===== src/windowed_amplitude_histogram_macros.svh =====
// Assertion macros for the windowed amplitude histogram.
// Used by the top level only; needs no package.
`ifndef WINDOWED_AMPLITUDE_HISTOGRAM_MACROS_SVH
`define WINDOWED_AMPLITUDE_HISTOGRAM_MACROS_SVH
`ifndef SYNTHESIS
// Same-cycle implication, checked outside reset.
`define WAH_ASSERT_IMP(lbl, clk, rst_n, ante, cons) \
    lbl: assert property (@(posedge clk) disable iff (!rst_n) (ante) |-> (cons)) \
        else $error("implication check failed");
// Next-cycle implication, checked outside reset.
`define WAH_ASSERT_NXT(lbl, clk, rst_n, ante, cons) \
    lbl: assert property (@(posedge clk) disable iff (!rst_n) (ante) |=> (cons)) \
        else $error("next-cycle check failed");
`else
`define WAH_ASSERT_IMP(lbl, clk, rst_n, ante, cons)
`define WAH_ASSERT_NXT(lbl, clk, rst_n, ante, cons)
`endif
`endif


===== src/awh_pkg.sv =====
// Shared constants, types and helpers of the windowed amplitude histogram.
// No dependencies; used by awh_div and the top level.
package awh_pkg;

    // Defaults for the top-level parameters.
    localparam int unsigned MAX_BINS_DEF    = 64;
    localparam int unsigned SAMPLE_BITS_DEF = 16;

    // Fixed field widths.
    localparam int unsigned BIN_COUNT_W   = 7;
    localparam int unsigned BIN_WIDTH_W   = 17;
    localparam int unsigned WIN_LEN_W     = 16;
    localparam int unsigned TOTAL_W       = 16;
    localparam int unsigned WIN_NUM_W     = 16;
    localparam int unsigned BIN_INDEX_W   = 6;
    localparam int unsigned CFG_INDEX_W   = 2;
    localparam int unsigned CFG_DATA_W    = 17;
    // Wide enough to hold any bin count in use (up to 511).
    localparam int unsigned NB_W          = 9;

    // Configuration register indexes.
    localparam logic [CFG_INDEX_W-1:0] REG_BIN_COUNT     = 2'd0;
    localparam logic [CFG_INDEX_W-1:0] REG_BIN_WIDTH     = 2'd1;
    localparam logic [CFG_INDEX_W-1:0] REG_WINDOW_LENGTH = 2'd2;

    // Register reset values.
    localparam logic [BIN_COUNT_W-1:0] BIN_COUNT_RST     = 7'd16;
    localparam logic [BIN_WIDTH_W-1:0] BIN_WIDTH_RST     = 17'd4096;
    localparam logic [WIN_LEN_W-1:0]   WINDOW_LENGTH_RST = 16'd1024;

    // Status of the divider.
    typedef struct packed {
        logic busy;
        logic done;
        logic rem_nz;
    } div_stat_t;

    // Number of bins in use: zero means one, above the maximum saturates.
    function automatic logic [NB_W-1:0] bins_in_use(
        input logic [BIN_COUNT_W-1:0] bc,
        input logic [NB_W-1:0]        max_bins
    );
        logic [NB_W-1:0] bc_ext;
        bc_ext = {{(NB_W-BIN_COUNT_W){1'b0}}, bc};
        if (bc_ext == '0)
            return NB_W'(1);
        else if (bc_ext > max_bins)
            return max_bins;
        else
            return bc_ext;
    endfunction

endpackage


===== src/awh_div.sv =====
// Restoring divider, one quotient bit per cycle, for the amplitude bin search.
// Depends on awh_pkg for widths and the status struct.
module awh_div #(
    parameter int unsigned SAMPLE_BITS = awh_pkg::SAMPLE_BITS_DEF
) (
    input  logic                               clk,
    input  logic                               rst_n,
    input  logic                               start,
    input  logic [SAMPLE_BITS-1:0]             dividend,
    input  logic [awh_pkg::BIN_WIDTH_W-1:0]    divisor,
    output logic [SAMPLE_BITS-1:0]             quotient,
    output awh_pkg::div_stat_t                 stat
);

    localparam int unsigned BW    = awh_pkg::BIN_WIDTH_W;
    localparam int unsigned CNT_W = $clog2(SAMPLE_BITS + 1);

    logic [SAMPLE_BITS-1:0] quo_reg;
    logic [BW-1:0]          rem_reg;
    logic [BW-1:0]          dvs_reg;
    logic [CNT_W-1:0]       step_reg;
    logic                   busy_reg;
    logic                   done_reg;

    logic [BW:0]            shifted;
    logic [BW:0]            diff;
    logic                   ge;
    logic [BW-1:0]          rem_next;

    // One trial subtraction per cycle.
    always_comb
    begin
        shifted  = {rem_reg, quo_reg[SAMPLE_BITS-1]};
        diff     = shifted - {1'b0, dvs_reg};
        ge       = (shifted >= {1'b0, dvs_reg});
        rem_next = ge ? diff[BW-1:0] : shifted[BW-1:0];
    end

    // Control state of the iteration.
    always_ff @(posedge clk or negedge rst_n)
    begin
        if (!rst_n)
        begin
            busy_reg <= 1'b0;
            done_reg <= 1'b0;
            step_reg <= '0;
        end
        else
        begin
            done_reg <= 1'b0;
            if (start)
            begin
                busy_reg <= 1'b1;
                step_reg <= CNT_W'(SAMPLE_BITS);
            end
            else if (busy_reg)
            begin
                step_reg <= step_reg - CNT_W'(1);
                if (step_reg == CNT_W'(1))
                begin
                    busy_reg <= 1'b0;
                    done_reg <= 1'b1;
                end
            end
        end
    end

    // Datapath registers.
    always_ff @(posedge clk)
    begin
        if (start)
        begin
            quo_reg <= dividend;
            rem_reg <= '0;
            dvs_reg <= divisor;
        end
        else if (busy_reg)
        begin
            quo_reg <= {quo_reg[SAMPLE_BITS-2:0], ge};
            rem_reg <= rem_next;
        end
    end

    assign quotient    = quo_reg;
    assign stat.busy   = busy_reg;
    assign stat.done   = done_reg;
    assign stat.rem_nz = (rem_reg != '0);

endmodule


===== src/windowed_amplitude_histogram.sv =====
// Windowed amplitude histogram over awh_pkg and awh_div: one word per bin each window.
// A sample holds in_stall high while the one-bit-per-cycle divider runs, then through a counter
// read-modify-write when it updates a counter, and through the window check, so no new sample
// is accepted until the last one is through.
// At a window end each bin word takes a memory read and an output load, plus any result stall.
// Reset (rst_n, async, low) restores register defaults and marks all counters zero.
`include "windowed_amplitude_histogram_macros.svh"
module windowed_amplitude_histogram #(
    parameter int unsigned MAX_BINS    = awh_pkg::MAX_BINS_DEF,
    parameter int unsigned SAMPLE_BITS = awh_pkg::SAMPLE_BITS_DEF
) (
    input  logic                                clk,
    input  logic                                rst_n,
    // Sample channel
    input  logic                                in_valid,
    output logic                                in_stall,
    input  logic signed [SAMPLE_BITS-1:0]       sample,
    // Result channel
    output logic                                out_valid,
    input  logic                                out_stall,
    output logic [awh_pkg::WIN_NUM_W-1:0]       window_number,
    output logic [awh_pkg::BIN_INDEX_W-1:0]     bin_index,
    output logic [awh_pkg::TOTAL_W-1:0]         bin_total,
    output logic                                last_bin,
    // Configuration write channel
    input  logic                                cfg_valid,
    output logic                                cfg_ready,
    input  logic [awh_pkg::CFG_INDEX_W-1:0]     cfg_index,
    input  logic [awh_pkg::CFG_DATA_W-1:0]      cfg_data
);

    localparam int unsigned IDX_W = (MAX_BINS > 1) ? $clog2(MAX_BINS) : 1;
    localparam int unsigned NB_W  = awh_pkg::NB_W;
    localparam int unsigned CW    = SAMPLE_BITS + NB_W;
    localparam int unsigned TW    = awh_pkg::TOTAL_W;
    localparam int unsigned WLW   = awh_pkg::WIN_LEN_W;
    localparam int unsigned BIW   = awh_pkg::BIN_INDEX_W;

    localparam logic [2:0] ST_IDLE    = 3'd0;
    localparam logic [2:0] ST_DIV     = 3'd1;
    localparam logic [2:0] ST_RD      = 3'd2;
    localparam logic [2:0] ST_UPD     = 3'd3;
    localparam logic [2:0] ST_CHK     = 3'd4;
    localparam logic [2:0] ST_EMIT_RD = 3'd5;
    localparam logic [2:0] ST_EMIT_LD = 3'd6;

    // Configuration registers.
    logic [awh_pkg::BIN_COUNT_W-1:0] bin_count_reg;
    logic [awh_pkg::BIN_WIDTH_W-1:0] bin_width_reg;
    logic [WLW-1:0]                  window_length_reg;

    // Control state.
    logic [2:0]              state_reg, state_next;
    logic [WLW-1:0]          samples_reg, samples_next;
    logic [awh_pkg::WIN_NUM_W-1:0] window_reg, window_next;
    logic [IDX_W-1:0]        bin_idx_reg, bin_idx_next;
    logic                    hit_reg, hit_next;
    logic [IDX_W-1:0]        emit_idx_reg, emit_idx_next;
    logic [MAX_BINS-1:0]     cnt_vld_reg, cnt_vld_next;
    logic                    out_valid_reg, out_valid_next;

    // Output payload.
    logic [awh_pkg::WIN_NUM_W-1:0] out_win_reg;
    logic [BIW-1:0]          out_idx_reg;
    logic [TW-1:0]           out_total_reg;
    logic                    out_last_reg;

    // Counter memory.
    logic [TW-1:0]           cnt_mem [MAX_BINS];
    logic [TW-1:0]           rd_data_reg;
    logic                    rd_vld_reg;
    logic [IDX_W-1:0]        rd_addr;
    logic                    mem_we;
    logic [TW-1:0]           cur_total;
    logic [TW-1:0]           upd_total;

    // Divider interface.
    logic                    div_start;
    logic [SAMPLE_BITS-1:0]  offset;
    logic [SAMPLE_BITS-1:0]  quotient;
    awh_pkg::div_stat_t      div_stat;

    // Misc combinational.
    logic [NB_W-1:0]         nb;
    logic [CW-1:0]           q_ext;
    logic [CW-1:0]           nb_ext;
    logic [WLW:0]            count_plus;
    logic [WLW:0]            limit;
    logic [NB_W-1:0]         emit_plus;
    logic                    emit_last;
    logic                    out_load;
    logic [IDX_W+BIW-1:0]    emit_idx_wide;

    assign cfg_ready = 1'b1;
    assign in_stall  = (state_reg != ST_IDLE);

    // Offset so the most negative sample maps to zero: flip the sign bit.
    assign offset    = sample ^ {1'b1, {(SAMPLE_BITS-1){1'b0}}};
    assign div_start = in_valid && !in_stall;

    awh_div #(
        .SAMPLE_BITS (SAMPLE_BITS)
    ) u_div (
        .clk      (clk),
        .rst_n    (rst_n),
        .start    (div_start),
        .dividend (offset),
        .divisor  (bin_width_reg),
        .quotient (quotient),
        .stat     (div_stat)
    );

    // Bin selection and window bookkeeping values.
    always_comb
    begin
        nb         = awh_pkg::bins_in_use(bin_count_reg, NB_W'(MAX_BINS));
        q_ext      = {{NB_W{1'b0}}, quotient};
        nb_ext     = {{SAMPLE_BITS{1'b0}}, nb};
        count_plus = {1'b0, samples_reg} + (WLW+1)'(1);
        limit      = (window_length_reg == '0) ? {1'b1, {WLW{1'b0}}}
                                               : {1'b0, window_length_reg};
        emit_plus  = {{(NB_W-IDX_W){1'b0}}, emit_idx_reg} + NB_W'(1);
        emit_last  = (emit_plus == nb);
        out_load   = (state_reg == ST_EMIT_LD) && (!out_valid_reg || !out_stall);
        cur_total  = rd_vld_reg ? rd_data_reg : '0;
        upd_total  = (cur_total == {TW{1'b1}}) ? cur_total : cur_total + TW'(1);
        mem_we     = (state_reg == ST_UPD);
        rd_addr    = (state_reg == ST_RD) ? bin_idx_reg : emit_idx_reg;
        emit_idx_wide = {{BIW{1'b0}}, emit_idx_reg};
    end

    // Sequencer next state.
    always_comb
    begin
        state_next     = state_reg;
        samples_next   = samples_reg;
        window_next    = window_reg;
        bin_idx_next   = bin_idx_reg;
        hit_next       = hit_reg;
        emit_idx_next  = emit_idx_reg;
        cnt_vld_next   = cnt_vld_reg;
        out_valid_next = out_valid_reg && out_stall;

        case (state_reg)
            ST_IDLE:
            begin
                if (div_start)
                    state_next = ST_DIV;
            end
            ST_DIV:
            begin
                if (div_stat.done)
                begin
                    hit_next     = (bin_width_reg != '0) && div_stat.rem_nz && (q_ext < nb_ext);
                    bin_idx_next = quotient[IDX_W-1:0];
                    state_next   = ((bin_width_reg != '0) && div_stat.rem_nz
                                    && (q_ext < nb_ext)) ? ST_RD : ST_CHK;
                end
            end
            ST_RD:
            begin
                state_next = ST_UPD;
            end
            ST_UPD:
            begin
                cnt_vld_next[bin_idx_reg] = 1'b1;
                state_next = ST_CHK;
            end
            ST_CHK:
            begin
                if (count_plus < limit)
                begin
                    samples_next = count_plus[WLW-1:0];
                    state_next   = ST_IDLE;
                end
                else
                begin
                    emit_idx_next = '0;
                    state_next    = ST_EMIT_RD;
                end
            end
            ST_EMIT_RD:
            begin
                state_next = ST_EMIT_LD;
            end
            ST_EMIT_LD:
            begin
                if (out_load)
                begin
                    out_valid_next = 1'b1;
                    if (emit_last)
                    begin
                        cnt_vld_next = '0;
                        samples_next = '0;
                        window_next  = window_reg + 1'b1;
                        state_next   = ST_IDLE;
                    end
                    else
                    begin
                        emit_idx_next = emit_plus[IDX_W-1:0];
                        state_next    = ST_EMIT_RD;
                    end
                end
            end
            default:
            begin
                state_next = ST_IDLE;
            end
        endcase
    end

    // Control and configuration registers.
    always_ff @(posedge clk or negedge rst_n)
    begin
        if (!rst_n)
        begin
            state_reg         <= ST_IDLE;
            samples_reg       <= '0;
            window_reg        <= '0;
            bin_idx_reg       <= '0;
            hit_reg           <= 1'b0;
            emit_idx_reg      <= '0;
            cnt_vld_reg       <= '0;
            out_valid_reg     <= 1'b0;
            bin_count_reg     <= awh_pkg::BIN_COUNT_RST;
            bin_width_reg     <= awh_pkg::BIN_WIDTH_RST;
            window_length_reg <= awh_pkg::WINDOW_LENGTH_RST;
        end
        else
        begin
            state_reg     <= state_next;
            samples_reg   <= samples_next;
            window_reg    <= window_next;
            bin_idx_reg   <= bin_idx_next;
            hit_reg       <= hit_next;
            emit_idx_reg  <= emit_idx_next;
            cnt_vld_reg   <= cnt_vld_next;
            out_valid_reg <= out_valid_next;
            if (cfg_valid && cfg_ready)
            begin
                case (cfg_index)
                    awh_pkg::REG_BIN_COUNT:
                        bin_count_reg <= cfg_data[awh_pkg::BIN_COUNT_W-1:0];
                    awh_pkg::REG_BIN_WIDTH:
                        bin_width_reg <= cfg_data[awh_pkg::BIN_WIDTH_W-1:0];
                    awh_pkg::REG_WINDOW_LENGTH:
                        window_length_reg <= cfg_data[WLW-1:0];
                    default:
                    begin
                    end
                endcase
            end
        end
    end

    // Counter memory: one write port, one registered read port.
    always_ff @(posedge clk)
    begin
        if (mem_we)
            cnt_mem[bin_idx_reg] <= upd_total;
        rd_data_reg <= cnt_mem[rd_addr];
        rd_vld_reg  <= cnt_vld_reg[rd_addr];
    end

    // Output word register.
    always_ff @(posedge clk)
    begin
        if (out_load)
        begin
            out_win_reg   <= window_reg;
            out_idx_reg   <= emit_idx_wide[BIW-1:0];
            out_total_reg <= cur_total;
            out_last_reg  <= emit_last;
        end
    end

    assign out_valid     = out_valid_reg;
    assign window_number = out_win_reg;
    assign bin_index     = out_idx_reg;
    assign bin_total     = out_total_reg;
    assign last_bin      = out_last_reg;

    // Checks on the sequencer.
    `WAH_ASSERT_IMP(a_div_done_in_div, clk, rst_n, div_stat.done, state_reg == ST_DIV)
    `WAH_ASSERT_IMP(a_upd_bin_in_use, clk, rst_n, state_reg == ST_RD, hit_reg && ({{(NB_W-IDX_W){1'b0}}, bin_idx_reg} < nb))
    `WAH_ASSERT_NXT(a_window_end_clears, clk, rst_n, out_load && emit_last, (cnt_vld_reg == '0) && (samples_reg == '0) && (state_reg == ST_IDLE))

endmodule

===== config.mk =====
export PLATFORM = sky130hd
export DESIGN_NAME = windowed_amplitude_histogram
export DESIGN_NICKNAME = d
export VERILOG_FILES = /design/src/awh_pkg.sv /design/src/awh_div.sv /design/src/windowed_amplitude_histogram.sv
export VERILOG_INCLUDE_DIRS = /design/src /design/src/src
export SDC_FILE = /design/constraint.sdc
export NUM_CORES = 2
export LEC_CHECK = 0
export BUFFER_PORTS_ARGS = -buffer_cell sky130_fd_sc_hd__buf_2
export CORE_MARGIN = 3
export CORE_UTILIZATION = 35
export CTS_CLUSTER_DIAMETER = 30
export DETAILED_ROUTE_END_ITERATION = 10
export GPL_TIMING_DRIVEN = 0
export HOLD_SLACK_MARGIN = 0.03
export PLACE_DENSITY = 0.47
export SLEW_MARGIN = 5
export SYNTH_ARGS = -nofsm -noshare
export SYNTH_HDL_FRONTEND = slang
export SYNTH_SLANG_ARGS = --single-unit

===== constraint.sdc =====
create_clock -name clk -period 6.01 [get_ports clk]
set_input_delay 0.9015 -clock clk [delete_from_list [all_inputs] [get_ports clk]]
set_output_delay 0.9015 -clock clk [all_outputs]
set_load 0.02 [all_outputs]

=== After elaboration in Yosys (flattened, before gate mapping) ===
Memories as Yosys holds them, arrays and structs flattened. A register that Yosys moved wholly into a read port is not among the register bits.
Index checks and enable logic that the tools add are counted.

* Memories: 1
* Output and inout port bits: 42
* RAM bits: 1,024
* Register bits after elaboration: 249
* Logic and storage cells: 127
* Input port bits: 40

{| class="wikitable"
|+ Memories
! name !! depth !! width !! read ports !! clocked after memory_dff !! write ports !! line !! source
|-
| cnt_mem || 64 || 16 || 1 || 1 || 1 || windowed_amplitude_histogram.sv:69 || <nowiki>logic [TW-1:0] cnt_mem [MAX_BINS];</nowiki>
|}

* Equality and inequality tests: 18
* $add $sub $neg: 6
* Bitwise operators: 2
* Magnitude comparators: 7
* Reductions and logical operators: 29
* Multiplexer cells: 43

{| class="wikitable"
|+ Operator list
! operator !! count
|-
| 64-bit two-way mux || 2
|-
| 64-bit one-hot mux with 2 select lines || 1
|-
| 16-bit two-way mux || 7
|-
| 64-bit bitwise OR || 1
|-
| 17-bit two-way mux || 2
|-
| 17-bit nonzero test || 2
|-
| 16-bit by 1-bit adder with 16-bit output (second input constant) || 2
|-
| 16-bit one-hot mux with 2 select lines || 1
|-
| 6-bit two-way mux || 4
|-
| 3-bit one-hot mux with 7 select lines || 1
|-
| 18-bit by 17-bit greater-or-equal comparator with 1-bit output || 1
|-
| 3-bit two-way mux || 6
|-
| 16-bit by 1-bit adder with 17-bit output (second input constant) || 1
|-
| 17-bit less-than comparator || 1
|-
| 17-bit subtractor || 1
|-
| 16-bit equality test (second input constant) || 1
|-
| 16-bit logical NOT || 1
|-
| 16-bit by 9-bit less-than comparator with 1-bit output || 1
|-
| 6-bit by 7-bit less-than comparator with 1-bit output (second input constant) || 2
|-
| 1-bit two-way mux || 12
|-
| 2-bit != test (second input constant) || 6
|-
| 6-bit one-hot mux with 2 select lines || 1
|-
| 5-bit two-way mux || 2
|-
| 3-bit equality test (second input constant) || 3
|-
| 27 further kinds || 43
|}

=== Longest topological paths before layout ===
* Depth after elaboration: 8
* Depth in mapped cells: 14
* Depth with buffers taken out: 13

=== By module ===
Synthesis repeated with hierarchy kept, for this count alone.

* Cells, all modules: 3,858
* Area, all modules: 53,179.8 um2

{| class="wikitable"
|+ Modules (own cells, without submodules)
! module !! area each (um2) !! times used !! cells an instance
|-
| windowed_amplitude_histogram || 49,744.0 || 1 || 3,520
|-
| awh_div || 3,435.8 || 1 || 338
|}

=== Least setup slack after synthesis ===
OpenSTA, ideal clock, no wires.

* Path kind: flip-flop to flip-flop
* From: register rd_vld_reg
* To: memory cnt_mem[0][14] (netlist bit), data pin
* Setup slack: 1,571 ps
* Setup time: 536 ps
* Required time: 5,474 ps
* Cell stages (with the launch flop): 12
* Data arrival time: 3,903 ps
* Clock period less this slack: 4,439 ps
* Path through: dfxtp_1 -> clkbuf_1 -> clkbuf_1 -> and2_1 -> ha_1 -> and4_1 -> nand2_1 -> nor3_1 -> nor2b_1 -> nand4_1 -> nor4_1 -> xor2_1

* Cells in the longest elaborated chain, start to end: 3
* Elaborated cells between the ends (all ways): 4
* Those cells by class: add/sub: 1; eq/ne: 1; mux: 2

{| class="wikitable"
|+ Ends and longest elaborated chain
! what !! line !! source
|-
| from (decl) || windowed_amplitude_histogram.sv:71 || <nowiki>logic rd_vld_reg;</nowiki>
|-
| from (signal assigned) || windowed_amplitude_histogram.sv:262 || <nowiki>rd_vld_reg <= cnt_vld_reg[rd_addr];</nowiki>
|-
| 16-bit two-way mux (*) || windowed_amplitude_histogram.sv:125 || <nowiki>cur_total = rd_vld_reg ? rd_data_reg : '0;</nowiki>
|-
| via cur_total[0] || windowed_amplitude_histogram.sv:74 || <nowiki>logic [TW-1:0] cur_total;</nowiki>
|-
| 16-bit by 1-bit adder with 16-bit output or 16-bit equality test (tied branches) || windowed_amplitude_histogram.sv:126 || <nowiki>upd_total = (cur_total == {TW{1'b1}}) ? cur_total : cur_total + TW'(1);</nowiki>
|-
| 16-bit two-way mux (*) || windowed_amplitude_histogram.sv:126 ||
|-
| via upd_total[14] || windowed_amplitude_histogram.sv:75 || <nowiki>logic [TW-1:0] upd_total;</nowiki>
|-
| to (decl) || windowed_amplitude_histogram.sv:69 ||
|}

Mark *: on every way through the listed nets, which the timed path passes. The rest lies on a longest branch.

=== Final worst setup path ===
* From: register state_reg[1]
* To: register rd_data_reg[11], read port of cnt_mem

* Cells in the longest elaborated chain, start to end: 2

{| class="wikitable"
|+ Ends and longest elaborated chain
! what !! line !! source
|-
| from (decl) || windowed_amplitude_histogram.sv:53 || <nowiki>logic [2:0] state_reg, state_next;</nowiki>
|-
| from (signal assigned) || windowed_amplitude_histogram.sv:231 || <nowiki>state_reg <= state_next;</nowiki>
|-
| 3-bit by 2-bit equality test with 1-bit output || windowed_amplitude_histogram.sv:128 || <nowiki>rd_addr = (state_reg == ST_RD) ? bin_idx_reg : emit_idx_reg;</nowiki>
|-
| 6-bit two-way mux || windowed_amplitude_histogram.sv:128 ||
|-
| to (decl) || windowed_amplitude_histogram.sv:70 || <nowiki>logic [TW-1:0] rd_data_reg;</nowiki>
|}

No other way between the ends.
A chain may end at the register's enable or synchronous reset.

==> metrics.md <==
| Metric | Value |
|---|---|
| Status | completed |
| Ant diodes | 0 |
| Syn Area/Cell | between 15 and 20 µm² |
| Grt total ovfl | 0 |
| Top_reg_cell synth | edfxtp_1 |
| Max FFs per register | about 1000 |
| Count leader, synth | edfxtp_1 |
| Final Hold Viols | 0 |
| Commonest cells in the netlist | edfxtp_1, nand2_1, nand3_1 |
| RSZ-0062 raised after global routing | no |
| FF-to-FF End | rd_data_reg[11] |
| P&R area growth vs syn | 29.0% |
| Period utilisation layout | roughly 83% |
| Max-Cap Viols | 0 |
| Seq/Total Area, Yosys | approximately 72% |
| Post-detailed-routing wire length | ~160 mm |
| Share of flip-flops with an asynchronous set or reset | 12.3% |
| Crit path kind | reg -> reg |
| TritonRoute pass-1 iters | 6 |
| Routability cong. | about 0.86 |
| Post-synth top area share | 62.8% |
| Hold Buf Count CTS | 1 |
| Critical Path Max Stage Delay | around 830 ps |
| Layout cells sized above 1 | 24.9% |
| Via density | between 5 and 6 |
| Maximum vdd drop | 0.483 mV |
| Max-slew violations | 0 |
| Number of port buffers | 80 |
| Die area | approximately 150000 µm² |
| Final cell count without fillers | about 6100 |
| CTS clock-pin slew for the worst setup and hold paths | ~50 ps |
| Antenna violations before repair | 18 |
| Number of global-route vias before repair | around 33000 |
| Worst-margin pin slew | between 1000 and 1500 ps |
| Critical path buffers and inverters | 3 |
| Post-synth cell types | 87 |
| Placed cells | ~5500 |
| Largest cells by area after synthesis | edfxtp_1, dfrtp_1, mux4_2 |
| Htree depth | 5 |
| Number of synthesis warnings | 0 |
| Slowest stage cell, crit path | a22oi_1 |
| Launch point of the worst reg-to-reg path | state_reg[1] |
| Fmax | 0.200 GHz |
| CP Capture Type | flop |
| PwrDens | about 550 nW/µm² |
| Clk_lat worst skew | slightly above 900 ps |
| Hold Path Stages | 2 |
| Hold wc startpoint | cfg_data[16] |
| Number of core rows | 141 |
| Syn Inst Count | approximately 3400 |
| Clk sinks | around 1300 |
| WP data arrival | between 5000 and 6000 ps |
| Mapped Nets | approximately 3500 |
| Required @ worst endpoint | between 6000 and 7000 ps |
| Number of synthesized flops with an enable pin | about 1100 |
| Design area | between 60000 and 70000 µm² |
| HPWL after DPL | about 110 mm |
| Residual DRC | 0 |
| Endpoints failing setup | 0 |
| CP delay by family, top | simple AND/OR/NAND/NOR gates |
| Total CTS buffers | 319 |
| Setup WS post-layout | 1010 ps |
| CTS tree | done |
| Reg2Reg Setup Slack | roughly 1000 ps |
| IO Pins | 82 |
| Post-CTS Setup Bufs | 0 |
| Die Ht | approximately 390 µm |
| GRT Total Usage | between 20% and 30% |
| Relative slew slack | between 10% and 20% |
| Dpl ws | ~1100 ps |
| Reg2Reg Depth | 10 |
| Post-DRT Antenna Nets | 0 |
| Final Critical Period | around 5000 ps |
| Final hold slack | ~260 ps |
| Skew final | 69.0 ps |
| Cell Chain, Critical Path | buf_4 > or3b_4 > buf_6 > mux2_4 > nor2_1 > clkbuf_1 > a221oi_1 > a22oi_1 > nand3_1 > or4_1 |
| Largest net degree at the start of global routing | 90 |
| Critical path fanouts, max | 10 |
| Critical path startpoint | state_reg[1] |
| Startpoint types | flop |
| Flops & latches, synth | around 1300 |
| Worst-case clock buffer depth | 4 |
| Initial Utilization | 35.4% |
| Avg WL per Cell | 27.1 µm |
| Placed cell areas | ~57000 µm² |
| First-pass GRT wire length | 237 mm |
| Lkg Pwr | roughly 25 nW |
| Final setup TNS | 0 ps |
| Nets | ~4000 |
| Hold Path Class | in -> reg |
| CTS root buffer | clkbuf_16 |
| Via count | approximately 33000 |
| Core box area | around 150000 µm² |
| Netlist Area Pre-Place | 52400 µm² |
| Cts repair resizes | 0 |
| Hold Path End | bin_width_reg[16] |
| Die Wd | approximately 400 µm |
| Initial DRC Count | 3160 |
| Synth area leader | edfxtp_1 |
-- layout by cell type (no fill, tap or decap), drive strengths merged, types with 20 or more instances in the layout --
| cell | n |
|---|---|
| inv | 69 |
| bufinv | 29 |
| clkbuf | 490 |
| nor4 | 20 |
| mux2 | 54 |
| clkinv | 98 |
| mux2i | 106 |
| xnor2 | 35 |
| buf | 270 |
| a221oi | 32 |
| nor3 | 29 |
| ha | 45 |
| nand2 | 482 |
| a21o | 73 |
| and2 | 21 |
| a211oi | 55 |
| xor2 | 26 |
| clkinvlp | 36 |
| mux4 | 136 |
| nor2 | 114 |
| a21oi | 83 |
| dfxtp | 34 |
| dfrtp | 156 |
| a32oi | 34 |
| nand3 | 238 |
| edfxtp | 1096 |
| o21ai | 53 |
-- worst max-delay path by stage --
stage	end	slack (ps)	cells past startpoint
floorplan	cnt_mem[0][14]	1570	11
global placement	cnt_mem[39][3]	-3810	9
detailed placement	rd_data_reg[9]	1120	10
CTS	rd_data_reg[8]	1120	10
global route	rd_data_reg[9]	900	10
finish	rd_data_reg[11]	1010	10
-- where the power goes --
part           switching [mW]  internal, mW
Clock                    5.07          11.3
Sequential              0.390          11.7
Combinational            5.78          2.80
Total                    11.2          25.8
-- cell families after synthesis --
| logic type | count (synthesis) | synth area share [%] |
|---|---|---|
| and+or+nand+nor | 1010 | 8.81 |
| adders and majority gates | 46 | 1.11 |
| muxes | 296 | 9.05 |
| other | 1 | 0.00716 |
| buffers and inverters | 242 | 2.02 |
| DFF | 1289 | 71.7 |
| xor gates and xnor gates | 61 | 1.02 |
| AOI/OAI and AO/OA | 458 | 6.25 |
-- metrics by stage --
| stage | utilization [%] | power, mW |
|---|---|---|
| 4_1_cts | 45.6 | 37.3 |
| 3_5_place_dp | 38.6 | 20.9 |
| 3_3_place_gp | 37.3 | 20.4 |
| 5_1_grt | 45.6 | 38.5 |
| 2_1_floorplan | - | 16.8 |
| 6_report | 45.6 | 37.0 |
-- layer usage --
| layer | up-vias | routed length, µm | GRT usage [%] |
|---|---|---|---|
| li1 | 14300 | - | - |
| met4 | 4 | 5080 | 8.03 |
| met1 | 16600 | 69600 | 29.1 |
| met3 | 341 | 12400 | 4.87 |
| met5 | - | 27 | 0 |
| met2 | 1254 | 77800 | 34.0 |
-- cell type report --
| type | instances | area [µm²] |
|---|---|---|
| Buffer | 179 | 823 |
| Clock buffer | 394 | 8600 |
| Clock inverter | 169 | 1720 |
| Fill cell | 13000 | 80600 |
| Inverter | 63 | 236 |
| Multi-Input combinational cell | 1872 | 14100 |
| Sequential cell | 1289 | 37600 |
| Tap cell | 1930 | 2410 |
| Timing Repair Buffer | 188 | 2140 |
(Power assumes the default switching activity.)
